File: src/rtl/image_conv2d_reflect_border_assert.svh
// Assertion macros for the filter RTL.
// Both macros expect clk and rst to be visible where they are used.
`ifndef IMAGE_CONV2D_REFLECT_BORDER_ASSERT_SVH
`define IMAGE_CONV2D_REFLECT_BORDER_ASSERT_SVH

// same-cycle implication
`define ICRB_ASSERT_IMP(name, ante, cons, msg) \
  name: assert property (@(posedge clk) disable iff (rst) (ante) |-> (cons)) else $error(msg);

// next-cycle implication
`define ICRB_ASSERT_NXT(name, ante, cons, msg) \
  name: assert property (@(posedge clk) disable iff (rst) (ante) |=> (cons)) else $error(msg);

`endif

File: src/rtl/icrb_pkg.sv
// ----------------------------------------------------------------------------
// icrb_pkg
// Shared types and fixed constants of the 2-D convolution filter.
// ----------------------------------------------------------------------------
package icrb_pkg;

  localparam int FRAC_BITS     = 10;
  localparam int COEF_REG_W    = 60;
  localparam int NUM_COEF_ROWS = 5;
  localparam int KS_W          = 3;
  localparam int DIM_W         = 11;
  localparam int CFG_IDX_W     = 4;
  localparam int PIX_W         = 8;

  localparam logic [CFG_IDX_W-1:0] REG_KERNEL_SIZE  = 4'd0;
  localparam logic [CFG_IDX_W-1:0] REG_IMAGE_WIDTH  = 4'd1;
  localparam logic [CFG_IDX_W-1:0] REG_IMAGE_HEIGHT = 4'd2;
  localparam logic [CFG_IDX_W-1:0] REG_COEF_ROW_0   = 4'd3;
  localparam logic [CFG_IDX_W-1:0] REG_COEF_ROW_1   = 4'd4;
  localparam logic [CFG_IDX_W-1:0] REG_COEF_ROW_2   = 4'd5;
  localparam logic [CFG_IDX_W-1:0] REG_COEF_ROW_3   = 4'd6;
  localparam logic [CFG_IDX_W-1:0] REG_COEF_ROW_4   = 4'd7;

  localparam logic OP_PIXEL = 1'b0;
  localparam logic OP_DRAIN = 1'b1;

  typedef struct packed {
    logic             op;
    logic [PIX_W-1:0] pixel_in;
  } in_word_t;

  typedef struct packed {
    logic [PIX_W-1:0] pixel_out;
    logic             end_of_row;
    logic             end_of_frame;
    logic             last_of_run;
  } out_word_t;

  typedef enum logic [2:0] {
    ST_IDLE,
    ST_WRITE,
    ST_CHECK,
    ST_TAPS,
    ST_WAIT,
    ST_PRESENT
  } state_t;

  typedef struct packed {
    logic wr_go;
    logic tap_go;
    logic tap_clr;
  } dp_cmd_t;

  typedef struct packed {
    logic busy;
  } dp_stat_t;

endpackage

File: src/rtl/icrb_ctrl.sv
// ----------------------------------------------------------------------------
// icrb_ctrl
// Controller: raster counters, item sequencing and result handshake.
// ----------------------------------------------------------------------------
`include "image_conv2d_reflect_border_assert.svh"

module icrb_ctrl #(
  parameter int MAX_WIDTH  = 1024,
  parameter int MAX_HEIGHT = 1024
) (
  input  logic                              clk,
  input  logic                              rst,
  input  logic                              in_valid,
  output logic                              in_stall,
  input  icrb_pkg::in_word_t                in_data,
  output logic                              out_valid,
  input  logic                              out_stall,
  output icrb_pkg::out_word_t               out_data,
  input  logic [icrb_pkg::KS_W-1:0]         k,
  input  logic [1:0]                        pad,
  input  logic [$clog2(MAX_WIDTH+1)-1:0]    w,
  input  logic [$clog2(MAX_HEIGHT+1)-1:0]   h,
  output icrb_pkg::dp_cmd_t                 cmd,
  input  icrb_pkg::dp_stat_t                stat,
  output logic [icrb_pkg::KS_W-1:0]         tap_i,
  output logic [icrb_pkg::KS_W-1:0]         tap_j,
  output logic [$clog2(MAX_HEIGHT)-1:0]     oy,
  output logic [$clog2(MAX_WIDTH)-1:0]      ox,
  output logic [$clog2(MAX_HEIGHT)-1:0]     wr_row,
  output logic [$clog2(MAX_WIDTH)-1:0]      wr_col,
  output logic [icrb_pkg::PIX_W-1:0]        wr_pix,
  input  logic [icrb_pkg::PIX_W-1:0]        res_pix
);

  localparam int CW = $clog2(MAX_WIDTH);
  localparam int RB = $clog2(MAX_HEIGHT);
  localparam int RW = $clog2(MAX_HEIGHT + 3);

  icrb_pkg::state_t state, state_next;

  logic [CW-1:0]              in_col, in_col_next, cur_c, cur_c_next, ox_r, ox_next;
  logic [RW-1:0]              in_row, in_row_next, cur_r, cur_r_next;
  logic [icrb_pkg::KS_W-1:0]  ti, ti_next, tj, tj_next;
  logic [icrb_pkg::PIX_W-1:0] pix, pix_next;

  logic [CW-1:0] wm1, c_now;
  logic [RW-1:0] hpm1, r_now;
  logic          drain_now, accept, last;

  assign wm1       = CW'(w - 1'b1);
  assign hpm1      = RW'(h) + RW'(pad) - 1'b1;
  assign c_now     = (in_col > wm1) ? wm1 : in_col;
  assign r_now     = (in_row > hpm1) ? hpm1 : in_row;
  assign drain_now = r_now >= RW'(h);
  assign in_stall  = (state != icrb_pkg::ST_IDLE);
  assign accept    = in_valid && !in_stall;
  assign last      = (cur_c != wm1) || (ox_r == wm1);

  assign tap_i  = ti;
  assign tap_j  = tj;
  assign ox     = ox_r;
  assign oy     = RB'(cur_r - RW'(pad));
  assign wr_row = RB'(cur_r);
  assign wr_col = cur_c;
  assign wr_pix = pix;

  assign out_data.pixel_out    = res_pix;
  assign out_data.end_of_row   = (ox_r == wm1);
  assign out_data.end_of_frame = (ox_r == wm1) && (oy == RB'(h - 1'b1));
  assign out_data.last_of_run  = last;

  always_ff @(posedge clk) begin
    if (rst) begin
      state  <= icrb_pkg::ST_IDLE;
      in_col <= '0;
      in_row <= '0;
    end else begin
      state  <= state_next;
      in_col <= in_col_next;
      in_row <= in_row_next;
    end
    cur_c <= cur_c_next;
    cur_r <= cur_r_next;
    ox_r  <= ox_next;
    ti    <= ti_next;
    tj    <= tj_next;
    pix   <= pix_next;
  end

  always_comb begin
    state_next  = state;
    in_col_next = in_col;
    in_row_next = in_row;
    cur_c_next  = cur_c;
    cur_r_next  = cur_r;
    ox_next     = ox_r;
    ti_next     = ti;
    tj_next     = tj;
    pix_next    = pix;
    cmd         = '0;
    out_valid   = 1'b0;
    case (state)
      icrb_pkg::ST_IDLE: begin
        // a drain word while image rows are still due is dropped
        if (accept && !(in_data.op == icrb_pkg::OP_DRAIN && !drain_now)) begin
          cur_c_next = c_now;
          cur_r_next = r_now;
          pix_next   = in_data.pixel_in;
          if (c_now >= wm1) begin
            in_col_next = '0;
            in_row_next = (r_now >= hpm1) ? '0 : r_now + 1'b1;
          end else begin
            in_col_next = c_now + 1'b1;
            in_row_next = r_now;
          end
          state_next = drain_now ? icrb_pkg::ST_CHECK : icrb_pkg::ST_WRITE;
        end
      end
      icrb_pkg::ST_WRITE: begin
        cmd.wr_go  = 1'b1;
        state_next = icrb_pkg::ST_CHECK;
      end
      icrb_pkg::ST_CHECK: begin
        if (cur_r >= RW'(pad) && cur_c >= CW'(pad)) begin
          ox_next    = cur_c - CW'(pad);
          ti_next    = '0;
          tj_next    = '0;
          state_next = icrb_pkg::ST_TAPS;
        end else begin
          state_next = icrb_pkg::ST_IDLE;
        end
      end
      icrb_pkg::ST_TAPS: begin
        cmd.tap_go  = 1'b1;
        cmd.tap_clr = (ti == '0) && (tj == '0);
        if (tj == k - 1'b1) begin
          tj_next = '0;
          if (ti == k - 1'b1) begin
            state_next = icrb_pkg::ST_WAIT;
          end else begin
            ti_next = ti + 1'b1;
          end
        end else begin
          tj_next = tj + 1'b1;
        end
      end
      icrb_pkg::ST_WAIT: begin
        if (!stat.busy) begin
          state_next = icrb_pkg::ST_PRESENT;
        end
      end
      icrb_pkg::ST_PRESENT: begin
        out_valid = 1'b1;
        if (!out_stall) begin
          if (last) begin
            state_next = icrb_pkg::ST_IDLE;
          end else begin
            // last column of the row: flush the right border outputs
            ox_next    = ox_r + 1'b1;
            ti_next    = '0;
            tj_next    = '0;
            state_next = icrb_pkg::ST_TAPS;
          end
        end
      end
      default: begin
        state_next = icrb_pkg::ST_IDLE;
      end
    endcase
  end

  `ICRB_ASSERT_NXT(a_wait_to_present, (state == icrb_pkg::ST_WAIT) && !stat.busy, out_valid, "result not presented after pipeline drained")
  `ICRB_ASSERT_IMP(a_tap_in_kernel, cmd.tap_go, (ti < k) && (tj < k), "tap index outside kernel")
  `ICRB_ASSERT_NXT(a_pixel_written, accept && !drain_now && (in_data.op == icrb_pkg::OP_PIXEL), cmd.wr_go, "image pixel not written to line store")

endmodule

File: config.mk
export PLATFORM = sky130hd
export DESIGN_NAME = icrb_ctrl
export DESIGN_NICKNAME = d
export VERILOG_FILES = /design/src/rtl/icrb_pkg.sv /design/src/rtl/icrb_ctrl.sv
export VERILOG_INCLUDE_DIRS = /design/src /design/src/rtl
export SDC_FILE = /design/constraint.sdc
export NUM_CORES = 1
export LEC_CHECK = 0
export BUFFER_PORTS_ARGS = -buffer_cell sky130_fd_sc_hd__buf_4
export CAP_MARGIN = 40
export CORE_UTILIZATION = 52
export CTS_CLUSTER_DIAMETER = 200
export DETAILED_ROUTE_END_ITERATION = 6
export PLACE_DENSITY = 0.78
export SKIP_CTS_REPAIR_TIMING = 1
export SLEW_MARGIN = 5
export SYNTH_ARGS = -nofsm -noshare
export SYNTH_HDL_FRONTEND = slang
export SYNTH_SLANG_ARGS = --single-unit
export TNS_END_PERCENT = 5
File: constraint.sdc
create_clock -name clk -period 8.4 [get_ports clk]
set_input_delay 2.1 -clock clk [delete_from_list [all_inputs] [get_ports clk]]
set_output_delay 2.1 -clock clk [all_outputs]
set_load 0.005 [all_outputs]
Yosys cells after proc, flatten, opt, wreduce, memory -nomap -nowiden:

Cells that the tools add are included.

* bits in registers: 69
* latch bits: 0
* RAM bits: 0
* memory bits (read-only): 0
* input port bits: 49
* memories: 0

* add/sub/neg operators: 12
* multipliers: 0
* div/mod/pow operators: 0
* $lt $le $gt $ge: 7
* equal/unequal tests: 18
* shift-type cells: 0
* multiplexer cells: 29
* bitwise gates (word level): 0
* reductions and logical operators: 21

Operator list (number)
* $mux W10: 5
* $mux W11: 3
* $mux W3: 11
* $ge A11 B11 Y1: 2
* $add A10 B1 Y10 const B: 2
* $eq A10 B10 Y1: 2
* $pmux W10 S2: 1
* $sub A10 B1 Y10 const B: 2
* $sub A10 B2 Y10: 2
* $pmux W3 S3: 2
* $pmux W3 S6: 1
* $ne A2 B2 Y1 const B: 8
* $add A11 B1 Y11 const B: 1
* $add A11 B2 Y11: 1
* $ge A11 B2 Y1: 1
* $gt A11 B11 Y1: 1
* $sub A11 B1 Y11 const B: 1
* $ge A10 B10 Y1: 1
* $ge A10 B2 Y1: 1
* $gt A10 B10 Y1: 1
* $ne A10 B10 Y1: 1
* $logic_not A3 Y1: 3
* $mux W2: 4
* $reduce_and A4 Y1: 2
* 15 further kinds: 28

Longest topological paths before layout:

Gate-level depths: netlist (run 1).

* word-level depth: 11
* depth in mapped cells: 31
* mapped depth without buffers: 29

Worst setup path after synthesis (run 1):

No wires, ideal clock.

* path kind: input port to flip-flop
* start point: in pad[1]
* end point: reg in_row[8]
* setup time: 0.062 ns
* data arrival time: 8.822 ns
* required time: 8.338 ns
* slack: -0.483 ns
* stages: 31
* buffers on the path: 2
* cells stage by stage: inv_1 -> ha_1 -> inv_1 -> ha_1 -> fa_1 -> nor2b_1 -> nor2_1 -> o21bai_1 -> xnor2_1 -> inv_1 -> ha_1 -> o21ai_0 -> o21ai_1 -> a221o_1 -> and3b_4 -> a221o_1 -> buf_6 -> o21ai_0 -> a21boi_0 -> inv_1 -> ha_1 -> nand2b_1 -> a211oi_1 -> or3_1 -> a31oi_1 -> o21a_1 -> o211ai_1 -> clkinv_1 -> nor2_1 -> buf_2 -> a22o_1

* longest elaborated chain between the ends: 10
* elaborated cells on any way between the ends: 14
* classes of those cells: add/sub (3); order compare (3); mux (3); reduce/logical (5)

Ends and longest elaborated chain
* start, declared: line icrb_ctrl.sv:20 `input logic [1:0] pad,`
* $add A11 B2 Y11 (*): line icrb_ctrl.sv:51 `assign hpm1 = RW'(h) + RW'(pad) - 1'b1;`
* $sub A11 B1 Y11 (*): line icrb_ctrl.sv:51
* $gt A11 B11 Y1 (*): line icrb_ctrl.sv:53 `assign r_now = (in_row > hpm1) ? hpm1 : in_row;`
* $mux W11 (*): line icrb_ctrl.sv:53
* net r_now[0]: line icrb_ctrl.sv:47 `logic [RW-1:0] hpm1, r_now;`
* $ge A11 B11 Y1: line icrb_ctrl.sv:54 `assign drain_now = r_now >= RW'(h);`
* $logic_not A1 Y1: line icrb_ctrl.sv:105 `if (accept && !(in_data.op == icrb_pkg::OP_DRAIN && !drain_now)) begin`
* $logic_and A1 B1 Y1: line icrb_ctrl.sv:105
* $logic_not A1 Y1: line icrb_ctrl.sv:105
* $logic_and A1 B1 Y1: line icrb_ctrl.sv:105
* $reduce_and A2 Y1 (no source line)
* end signal, assigned: line icrb_ctrl.sv:80 `in_row <= in_row_next;`
* end, declared: line icrb_ctrl.sv:42 `logic [RW-1:0] in_row, in_row_next, cur_r, cur_r_next;`

The timed path passes the listed nets; every way through them passes the cells marked *.
A chain may end at the register's enable or synchronous reset.

Worst setup path in the final report (run 1):

* start point: in h[1]
* end point: reg in_row[0]

* longest elaborated chain between the ends: 10
* elaborated cells on any way between the ends: 14
* classes of those cells: add/sub (3); order compare (3); mux (3); reduce/logical (5)

Ends and longest elaborated chain
* start, declared: line icrb_ctrl.sv:22 `input logic [$clog2(MAX_HEIGHT+1)-1:0] h,`
* $add A11 B2 Y11 (*): line icrb_ctrl.sv:51
* $sub A11 B1 Y11 (*): line icrb_ctrl.sv:51
* $gt A11 B11 Y1 (*): line icrb_ctrl.sv:53
* $mux W11 (*): line icrb_ctrl.sv:53
* net r_now[0]: line icrb_ctrl.sv:47
* $ge A11 B11 Y1: line icrb_ctrl.sv:54
* $logic_not A1 Y1: line icrb_ctrl.sv:105
* $logic_and A1 B1 Y1: line icrb_ctrl.sv:105
* $logic_not A1 Y1: line icrb_ctrl.sv:105
* $logic_and A1 B1 Y1: line icrb_ctrl.sv:105
* $reduce_and A2 Y1 (no source line)

Marked as above.

==> summary.md, run 1 <==
Register clock-pin slew on the reported worst setup and hold paths: 60 ps. The logs give 5686 for the via count of the first global-routing pass and 0.00351 µW for the leakage power of the design. The tools report the worst clock skew as 7.48 ps. Among all stages on the critical path, the largest delay is contributed by or3_1. After synthesis, the cell types taking the most area are edfxtp_1 20%, ha_1 15%, xnor2_1 9.2%. The number of standard cells after synthesis is 745.

The launching point of the worst reg2reg path is in_row[4]$_SDFFE_PP0P_. The worst-case reg-to-reg path depth works out to 19. The final-report max-slew violation count came out at 0. Overall via count from detail_route: 5943. The final-report hold violation count was 0; the die width was 115 µm.

0 antenna diodes ended up in the layout. The final setup violation count came out at 0. For this design, the sink count on the clock tree is 69. Grouping stages by cell kind, the critical path spends the most delay in compound AO/OA/AOI/OAI gates. The tools report the endpoint with the worst hold slack as in_col[9]$_SDFFE_PP0P_.

For this configuration, the core starts out at a cell density of 53.2%. The final weighted congestion in routability-driven placement is 0.887, and the proportion of total power due to net switching is 30.7%. The synthesized design contains 45 enable-type register cells. After synthesis the cells add up to 6690 µm².

The run gives 17200 µm as the wire length reported by the detailed router. The tree is rooted in a clkbuf_16. Entering global routing, the biggest net connects 26 pins.

The switching power of the nets was 332 µW; the average detailed-routed wire length per instance was 16.5 µm. For the total track usage, the log shows 26.9%. The post-layout worst setup margin is 421 ps, and the worst slew margin relative to its limit is 42.4%. In this run, the clock network consumes 35.8% of the power.

The share of total power dissipated in combinational logic is 27.3%. The number of different library cells used by synthesis comes to 72. Fill cells in the final layout number 1052. The area of the placeable core came out at 12600 µm².

At the pin with the least slew margin, the transition time is 858 ps. Power spread over the standard cell area amounts to 134 nW/µm². The largest fanout of any net on the critical path is 3, and the clock latency on the worst-skew pair is 340 ps. TritonCTS created 9 clock buffers. The worst setup path is launched from an input port. Ranked by instance count, the synthesized netlist is headed by 82 x ha_1, 70 x xnor2_1, 64 x inv_1, 50 x nand2_1, 49 x nor2_1.

The final design instance area without fill is 8090 µm², and the pre-CTS worst setup slack is -2.23 ps. During placement, the flow inserted port buffers numbering 101. The synthesized area divided by synthesized cell count was 8.98 µm².

The flow ran to the end, and the final reports show no timing, DRC or antenna violations. VDD sags by at most 141 µV. Before antenna repair, the detailed router went through 5 iterations. The proportion of synthesized flip-flops having asynchronous set or reset works out to 0%.

Summing the sequential cell areas from Yosys gives 27.4% of the chip area. After detailed routing, the number of remaining DRC violations is 0. From bottom edge to top edge, the die measures 115 µm. The run gives 0 as the number of max-cap violations.

The worst hold path begins at in_col[9]$_SDFFE_PP0P_. For the first-pass GRT wire length, the log shows 27800 µm. The time the final worst path needs with I/O delays and setup was 7980 ps; the number of cells on the critical path was 29. The tools report the sum of overflow across all layers after global routing as 0. Buffer depth of the longest clock path: 2. In the finished design, the share of the clock period the worst path needs comes to 95.0%. Among all flip-flop cells after synthesis, the most frequent one is edfxtp_1. TritonCTS built the clock tree. The synthesized flop and latch total was 69; the average vias per placed instance was 5.70. Setup repair after global routing left no endpoint under its margin. The most repeated cell in the gate-level netlist after synthesis is ha_1. In the final layout, the share of cells above drive strength 1 is 20.8%. edfxtp_1 takes more of the synthesized area than any other cell. The endpoint identified for the worst register-to-register timing path is in_row[0]$_SDFFE_PP0P_.

The layout net count was 1000; the number of warnings printed during yosys synthesis was 0. The overall die area came out at 13300 µm². The growth of design area from synthesis to finish was 21.1%; the highest attainable clock frequency was 125 MHz.

The worst path buffer plus inverter count came out at 5. The tools report the type of destination of the critical path as a flip-flop. Worst min-delay path category: reg2reg. The biggest cell delay along the critical path was 450 ps; the worst path required time was 8650 ps. The final antenna-violating net count is 0, and the worst path arrival time is 8230 ps. For the number of antenna violations at the first check in global routing, the log shows 0. In this run the core area contains 41 standard-cell rows.

The logs give 3510 ps for the register-to-register setup slack and 36.9% for the part of the power in registers. The run gives 14000 µm as the half-perimeter wire length of the detailed placement result. The run gives 879 as the synthesized netlist net count. Summing all placed instances gives a cell area of 7770 µm². The count of cells along the worst hold path was 1.

In this run the biggest area consumer among cell types represents 20.2% of the synthesized area. The H-tree was split into 3 levels. The internal power of the cells totals 751 µW. 119 I/O pins were placed. After the first detailed-routing iteration, the DRC count stood at 479. By startpoint and endpoint, the worst setup path is classified as in2reg.
==> final cells by class <==
cell class	instances	area, µm²	area share [%]
Clock buffer	9	225	2.78
Timing Repair Buffer	139	1060	13.1
Sequential cell	69	1830	22.6
Multi-Input combinational cell	582	4430	54.8
Tap cell	172	215	2.66
Inverter	65	249	3.08
Clock inverter	7	80.1	0.989
==> kinds of logic (layout without fill, tap and decap cells) <==
family	count (synthesis)	after routing	share of synthesized area, %
buffers and inverters	94	220	6.49
AO/OA/AOI/OAI	150	150	15.6
AND/OR/NAND/NOR	233	233	18.2
XOR/XNOR	101	101	14.1
flip-flops	69	69	27.4
adder cells (fa/ha/maj)	85	85	16.2
multiplexers	13	13	2.04
==> how the worst max path moves through the flow <==
| stage | start | to | slack (ps) |
|---|---|---|---|
| CTS | h[1] | in_row[0]$_SDFFE_PP0P_ | 310 |
| global placement | h[1] | in_row[8]$_SDFFE_PP0P_ | 90 |
| floorplan | pad[1] | in_row[8]$_SDFFE_PP0P_ | 80 |
| finish | h[1] | in_row[0]$_SDFFE_PP0P_ | 420 |
| global route | h[1] | in_row[10]$_SDFFE_PP0P_ | 20 |
| detailed placement | h[1] | in_row[0]$_SDFFE_PP0P_ | -2 |
==> power groups by stage <==
stage               logic, µW  clock network, µW  registers [µW]
floorplan                 185                  0             402
global placement          282                  0             407
detailed placement        290                  0             407
CTS                       292                393             399
global route              326                408             402
finish                    295                388             400
==> metrics by stage <==
step | power (µW) | hold slack [ps] | std cells | setup TNS (ps) | util [%]
3_3_place_gp | 688 | 492 | 1024 | 0 | 61.7
2_1_floorplan | 587 | 470 | 745 | 0 | -
3_5_place_dp | 696 | 497 | 1026 | -2.23 | 61.9
4_1_cts | 1090 | 514 | 1042 | 0 | 64.3
6_report | 1080 | 514 | 1043 | 0 | 64.4
5_1_grt | 1140 | 533 | 1043 | 0 | 64.4
==> cell usage in the layout, fill, tap and decap left out, drive strengths merged, types with 6 or more instances in the layout <==
master  synthesis  final
o21a            6      6
nor2           50     50
xnor2          70     70
nor3           24     24
edfxtp         45     45
nand2          50     50
xor2           27     27
dfxtp          24     24
a211oi         11     11
clkbuf          7      9
ha             82     82
mux2i           8      8
a21oi          40     40
buf            22    138
and3            8      8
nand3          27     27
nand2b         10     10
nor4            8      8
nor2b           9      9
o21ai          34     34
nand4          14     14
inv            64     67
a22o           14     14
==> state kept, by name, indices dropped and copies added, names as in the netlist <==
| signal | cells |
|---|---|
| wr_col | 10 |
| ox | 10 |
| tap_j | 3 |
| state | 3 |
| in_col | 10 |
| in_row | 11 |
| cur_r | 11 |
| tap_i | 3 |
| wr_pix | 8 |
==> metal layers <==
metal  GRT usage (%)  wire (µm)  vias up  part of all wire, %
met5               0          0        -                    0
met4            8.14        267        0                  1.6
met3            4.85       1270       24                  7.4
met2            43.2       7820      248                   45
met1            36.8       7840     2760                   46
li1                -          -     2911                    -
Power figures use the tool's default switching activity.
==> inputs of run 2 (changes only) <==
Settings changed: MAX_ROUTING_LAYER set to met4, SLEW_MARGIN 5 to 30.
==> run 2 against run 1 <==
Cell area is essentially flat. Sequential cell count is the same. Via count grew 1.2%. Combinational power is essentially flat. Setup slack lost 63 ps. Hold slack gained 2.4 ps. Non-clock buffer count grew 2. Fmax shrank 0.79%. Final cell count grew 0.19%. Total power shrank 1.4%. Sequential power is essentially flat. Clock skew grew 0.90 ps. Critical path type unchanged. Critical endpoint is now in_row[6]$_SDFFE_PP0P_. Highest routed layer unchanged.
==> summary.md, run 2 (synthesized netlist as in run 1, its figures left out) <==
Dividing the final minimum period by the clock period gives 95.7%. Across every metal layer, demand over resource in global routing totals 28.0%. The transition time of the tightest slew-check pin was 802 ps. The run finished with clean final reports.

The launching point of the worst reg2reg path was in_row[2]$_SDFFE_PP0P_. The tools report the overall via count from detail_route as 6012. Along the worst path, the maximum fanout reaches 8. The logs give 0 for the final-report max-slew violation count and 1002 for the layout net count. For the final-report hold violation count, the log shows 0. The tools report the number of antenna violations at the first check in global routing as 0. The most used cell along the critical path was buf_4. The fraction of final layout cells sized beyond drive strength 1 was 20.7%. The final weighted congestion in routability-driven placement was 0.903; the area of the placeable core was 12600 µm². From bottom edge to top edge, the die measures 115 µm.

The first global-routing pass estimated 28300 µm of wire. Across the run, the number of max-cap violations was 0. The run gives 14000 µm as the half-perimeter wire length of the detailed placement result.

The longest clock path from root to sink contains 2 buffers. Dividing the detail-routed via count by the number of cells gives 5.75. 0 antenna diodes ended up in the layout. TritonCTS created 9 clock buffers.

The sum of overflow across all layers after global routing was 0; the count of port buffers added during placement was 101. After layout, the minimum clock period comes to 8040 ps. The tools report the worst path arrival time as 8320 ps. The worst-case reg-to-reg path depth is 21, and the worst clock skew is 8.38 ps.

Worst min-delay path category: reg2reg. The endpoint with the worst hold slack is in_col[9]$_SDFFE_PP0P_. The peak supply drop was 115 µV; the final antenna-violating net count was 0.

The analysis attributes to cell leakage a power of 0.00352 µW. Critical path class: in2reg. Endpoint of the lowest-slack register-to-register path: in_row[6]$_SDFFE_PP0P_. For this block, the routed nets add up to 17300 µm of wire.

The root buffer cell chosen for the clock tree is clkbuf_16. The worst path buffer plus inverter count is 9. TritonCTS built the clock tree. The number of rows created at floorplan is 41, and the register-to-register setup slack is 3450 ps. The tools report the worst slew margin relative to its limit as 46.2%.

In the final layout, the registers with the most flip-flops are cur_r x11, in_row x11. Relative to the synthesized area, the layout overhead comes to 21.0%. The count of cells along the worst hold path works out to 1. Static timing analysis puts the maximum clock frequency at 124 MHz. The H-tree depth reported by CTS came out at 3.

The library cell used most frequently in the layout, excluding fill and tap cells, is buf_4. For this run, the slowest stage of the critical path takes 420 ps. The average detailed-routed wire length per instance works out to 16.5 µm.

The start point of the worst hold path is in_col[9]$_SDFFE_PP0P_. For this configuration, the core starts out at a cell density of 53.2%. In the post-route analysis, the smallest setup slack over all paths is 358 ps. At the later pin of the worst-skew pair, clock insertion delay measures 330 ps.

After the first detailed-routing iteration, the DRC count stood at 462. Among cell families on the critical path, the largest total delay comes from compound AO/OA/AOI/OAI gates. The final core utilization was 64.4%.

The final setup violation count was 0; the die width was 115 µm. The via count of the first global-routing pass was 5826. STA classifies the critical path endpoint as a flip-flop.

Entering global routing, the biggest net connects 26 pins. After detailed routing, the number of remaining DRC violations is 0. The top cell types in the final layout, fill and taps aside, are 139 x buf_4, 82 x ha_1, 70 x xnor2_1. The die covers 13300 µm². Data on the critical path is required at its endpoint by 8670 ps.

Power spread over the standard cell area amounts to 132 nW/µm². Number of optimization iterations in the first detailed-route pass: 5. STA classifies the critical path startpoint as an input port. Register clock-pin slew on the reported worst setup and hold paths: 60 ps. The logs give 69 for the total number of clock tree sinks and -54.6 ps for the pre-CTS worst setup slack.

The run gives 119 as the number of top-level pins. Among all stages on the critical path, the largest delay is contributed by or3_1.
==> run 2: changes by cell type in the layout (fill, tap and decap cells not counted), moves of 2 or more <==
cell        previous run  this run
clkinv_2               0         3
inv_6                  3         0
buf_4                137       139
clkinvlp_4             2         0
==> run 2: area by class of cell <==
type / count / area (µm²)
clock buffers: 9 / 225
clock inverters: 7 / 66.3
fillers: 1042 / 4480
inverters: 65 / 249
multi-input cells: 582 / 4430
flip-flops and latches: 69 / 1830
well taps: 172 / 215
repair buffers: 141 / 1070
==> run 2: worst reg2reg max path, cell delays in order (launching register included) <==
cell and delay, ps:
dfxtp_1 500, ha_1 320, a21oi_1 180, nand2_1 90
a221o_1 350, and3b_4 200, a221o_1 290, buf_4 190
nor2_4 80, buf_4 140, o21ai_0 230, ha_1 360
nand4_1 110, or3_1 420, a31oi_1 220, o21a_1 210
o211ai_1 120, buf_4 160, buf_4 150, nor3_1 250
buf_4 200, a22o_1 130
==> run 2: routing by layer <==
layer  up-vias  GRT usage, %  part of all wire [%]
met4         0          7.79                   1.3
met2       255          44.1                    46
met3        19          3.74                   7.0
met1      2818          37.7                    46
met5         -             -                     0
li1       2920             -                     -
==> run 2: how the worst max path moves through the flow <==
stage | startpoint | end | slack, ps | cells after the start
floorplan | pad[1] | in_row[8]$_SDFFE_PP0P_ | 80 | 31
global placement | h[1] | in_row[8]$_SDFFE_PP0P_ | 50 | 30
detailed placement | h[1] | in_row[6]$_SDFFE_PP0P_ | -50 | 30
CTS | h[1] | in_row[6]$_SDFFE_PP0P_ | 240 | 30
global route | h[1] | in_row[10]$_SDFFE_PP0P_ | -3 | 32
finish | h[1] | in_row[6]$_SDFFE_PP0P_ | 360 | 31
==> run 2: report_power, final <==
| part | switching (µW) | leakage [µW] | total (µW) | internal [µW] |
|---|---|---|---|---|
| Combinational | 157 | 0.00276 | 295 | 138 |
| Sequential | 19.3 | 0.000613 | 400 | 380 |
| Clock | 146 | 0.000147 | 374 | 228 |
| Total | 322 | 0.00352 | 1070 | 747 |
==> run 2: metrics by stage <==
stage	hold WS [ps]	instance area (µm²)	instances	TNS, ps	power, µW
finish	517	8090	1045	0	1070
global route	530	8090	1045	-2.61	1120
CTS	506	8070	1043	0	1070
detailed placement	493	7770	1027	-312	695
global placement	488	7760	1025	0	688
floorplan	470	6690	745	0	587
==> inputs of run 3 (changes only) <==
Settings changed: CORE_ASPECT_RATIO set to 0.7, RECOVER_POWER set to 50.
==> run 3 against run 2 <==
Clock power rose by 7.5%. Fmax rose by 0.35%. Utilization rose by 0.80 points. Sequential share of layout area fell by 0.091 points. Wire length rose by 3.6%. Non-clock buffer count rose by 11. Sequential cell count did not move. Sequential power barely moved. Global-route usage rose by 0.36 points. First-iteration DRC count rose by 24%. Combinational power rose by 3%. Total power rose by 3.4%. Largest power group is now clock. Highest routed layer unchanged.
==> summary.md, run 3 (synthesized netlist as in run 1, its figures left out) <==
Entering global routing, the biggest net connects 36 pins. The analysis attributes to cell leakage a power of 0.00353 µW. The top cell types in the final layout, fill and taps aside, are 91 x buf_4, 82 x ha_1, 69 x xnor2_1.

Most common library cell in the layout ignoring fill and taps: buf_4. The overall via count from detail_route was 6081; the via count of the first global-routing pass was 5674. After floorplanning, the core was divided into 34 placement rows. The post-layout worst setup margin was 386 ps; the part of the cycle the worst path needs was 95.4%. The most critical setup path has its startpoint at pad[1]. For the pin with the worst max-slew slack, the measured transition is 841 ps. The proportion of power drawn by combinational gates was 27.4%.

The clock latency on the worst-skew pair is 340 ps. CTS placed an instance of clkbuf_16 at the clock tree root. After detailed routing, the average wire length per cell comes to 17.1 µm. Wire length reported by the detailed router: 17900 µm.

The tools report the startpoint type of the worst setup path as an input port. The number of antenna violations at the first check in global routing was 0. The final antenna-violating net count came out at 0. For the final-report max-slew violation count, the log shows 0. During I/O placement, the number of pins put on the boundary was 119.

In this run, the clock network consumes 36.4% of the power. The area of the placeable core is 12500 µm², and the total number of clock tree sinks is 69. The startpoint identified for the worst hold timing path is in_row[10]$_SDFFE_PP0P_. Half-perimeter wire length of the detailed placement result: 14600 µm. The largest fanout of any net on the critical path is 7. The largest registers in the layout are cur_r x11, in_row x11. Prior to clock tree synthesis, the placed netlist has a worst setup slack of -49.6 ps. The finished layout holds 1046 standard cells, fillers aside. STA classifies the critical path endpoint as a flip-flop. The final layout contains 1013 nets. The first routing iteration left 573 violations.

The die width was 138 µm. Measured against its own limit, the worst slew margin works out to 43.4%. The logs give 780 µW for the internal power contribution and 8260 ps for the worst path arrival time. For the overall die area, the log shows 13300 µm².

Registers are responsible for 36.2% of the overall power. After clock tree synthesis, the clock-pin slew on the worst setup and hold paths is 60 ps. The register-to-register setup slack was 3460 ps. In the final layout, the share of cells above drive strength 1 is 20.1%.

The tools report the number of CTS-inserted buffers as 9. The logs give 28600 µm for the first-pass GRT wire length and 53.6% for the effective utilization at floorplan. For this run, the top clock speed supported by timing is 125 MHz. The count of port buffers added during placement is 101, and the sum of overflow across all layers after global routing is 0. For the finished layout, the period the worst path requires is 8010 ps. The worst path required time came out at 8640 ps. Setup violations remaining at the end of the flow were counted as 0. The tool flagged a number of max-cap violations equal to 0.

In this run the power spent charging and discharging nets is 326 µW. The worst setup path is of the in2reg kind. For the final-report hold violation count, the log shows 0. TritonCTS built the clock tree.

The average vias per placed instance works out to 5.81. The largest individual stage delay along the critical path comes from the cell xnor2_1. Once layout is complete, the utilization of the core stands at 65.1%. The logs give 3 for the H-tree depth reported by CTS and 1110 µW for the total power consumption of the routed design.

Setup repair after global routing left no endpoint under its margin. The final weighted congestion in routability-driven placement was 0.945. Across all hold checks on the routed design, the worst slack comes to 516 ps. The number of design rule violations left after detail routing is 0, and the vertical die dimension is 96.9 µm. The run finished with clean final reports. Relative to the synthesized area, the layout overhead comes to 21.4%. IR analysis of the VDD net gives a maximum drop of 118 µV. The layout has 1040 filler cells.

In this run the worst hold path is classified as reg2reg. The repair_antennas step left the layout with diodes totalling 0. Net switching is 29.4% of the power. Power spread over the standard cell area amounts to 136 nW/µm². The worst clock skew came out at 6.45 ps.

Once placement completed, the tool counted placed cells totaling 1030. The first TritonRoute pass finished after 7 iterations. The launching point of the worst reg2reg path is in_row[2]$_SDFFE_PP0P_. The clock passes through at most 2 buffers.

For this run, the total global-route usage over all layers was measured as 28.4%. In this design, the stage delay of the slowest critical-path cell is 510 ps.
## run 3: area by class of cell
type                            instances  area (µm²)  share of cell area [%]
Timing Repair Buffer                  152        1100                    13.5
Clock buffer                           12         236                    2.91
Multi-Input combinational cell        582        4430                    54.5
Sequential cell                        69        1830                    22.6
Tap cell                              162         203                    2.50
Inverter                               65         249                    3.07
Clock inverter                          4        72.6                   0.894
## run 3: power by group through the flow
stage          combinational, µW  clock (µW)  sequential (µW)
2_1_floorplan                185           0              402
3_3_place_gp                 289           0              406
3_5_place_dp                 298           0              407
4_1_cts                      301         406              400
5_1_grt                      333         422              402
6_report                     303         402              400
## run 3: metrics by stage
| step | cell area [µm²] | TNS, ps |
|---|---|---|
| after floorplan | 6690 | 0 |
| after global placement | 7840 | -199 |
| after detailed placement | 7850 | -49.6 |
| after CTS | 8160 | 0 |
| after global routing | 8120 | 0 |
| final | 8120 | 0 |
## run 3: metal layers
metal,GRT usage (%),vias to the layer above,routed length (µm)
met3,5.14,17,1640
li1,-,2945,-
met5,-,-,0
met2,39.2,295,7220
met1,42.9,2824,8910
met4,5.24,0,133
## run 3: final timing paths
kind	cells past startpoint	end
setup / recovery	31	in_row[0]$_SDFFE_PP0P_
hold reg to reg	1	in_row[10]$_SDFFE_PP0P_
hold / removal	1	in_row[10]$_SDFFE_PP0P_
setup reg to reg	21	in_row[0]$_SDFFE_PP0P_
## run 3: worst max-delay path: cells and delay by family
| kind | cells | cell delay [ps] |
|---|---|---|
| AOI/OAI and AO/OA | 9 | 1690 |
| xor gates and xnor gates | 1 | 510 |
| adders and majority gates | 4 | 1080 |
| buffers and inverters | 6 | 740 |
| muxes | 1 | 130 |
| and+or+nand+nor | 10 | 1990 |
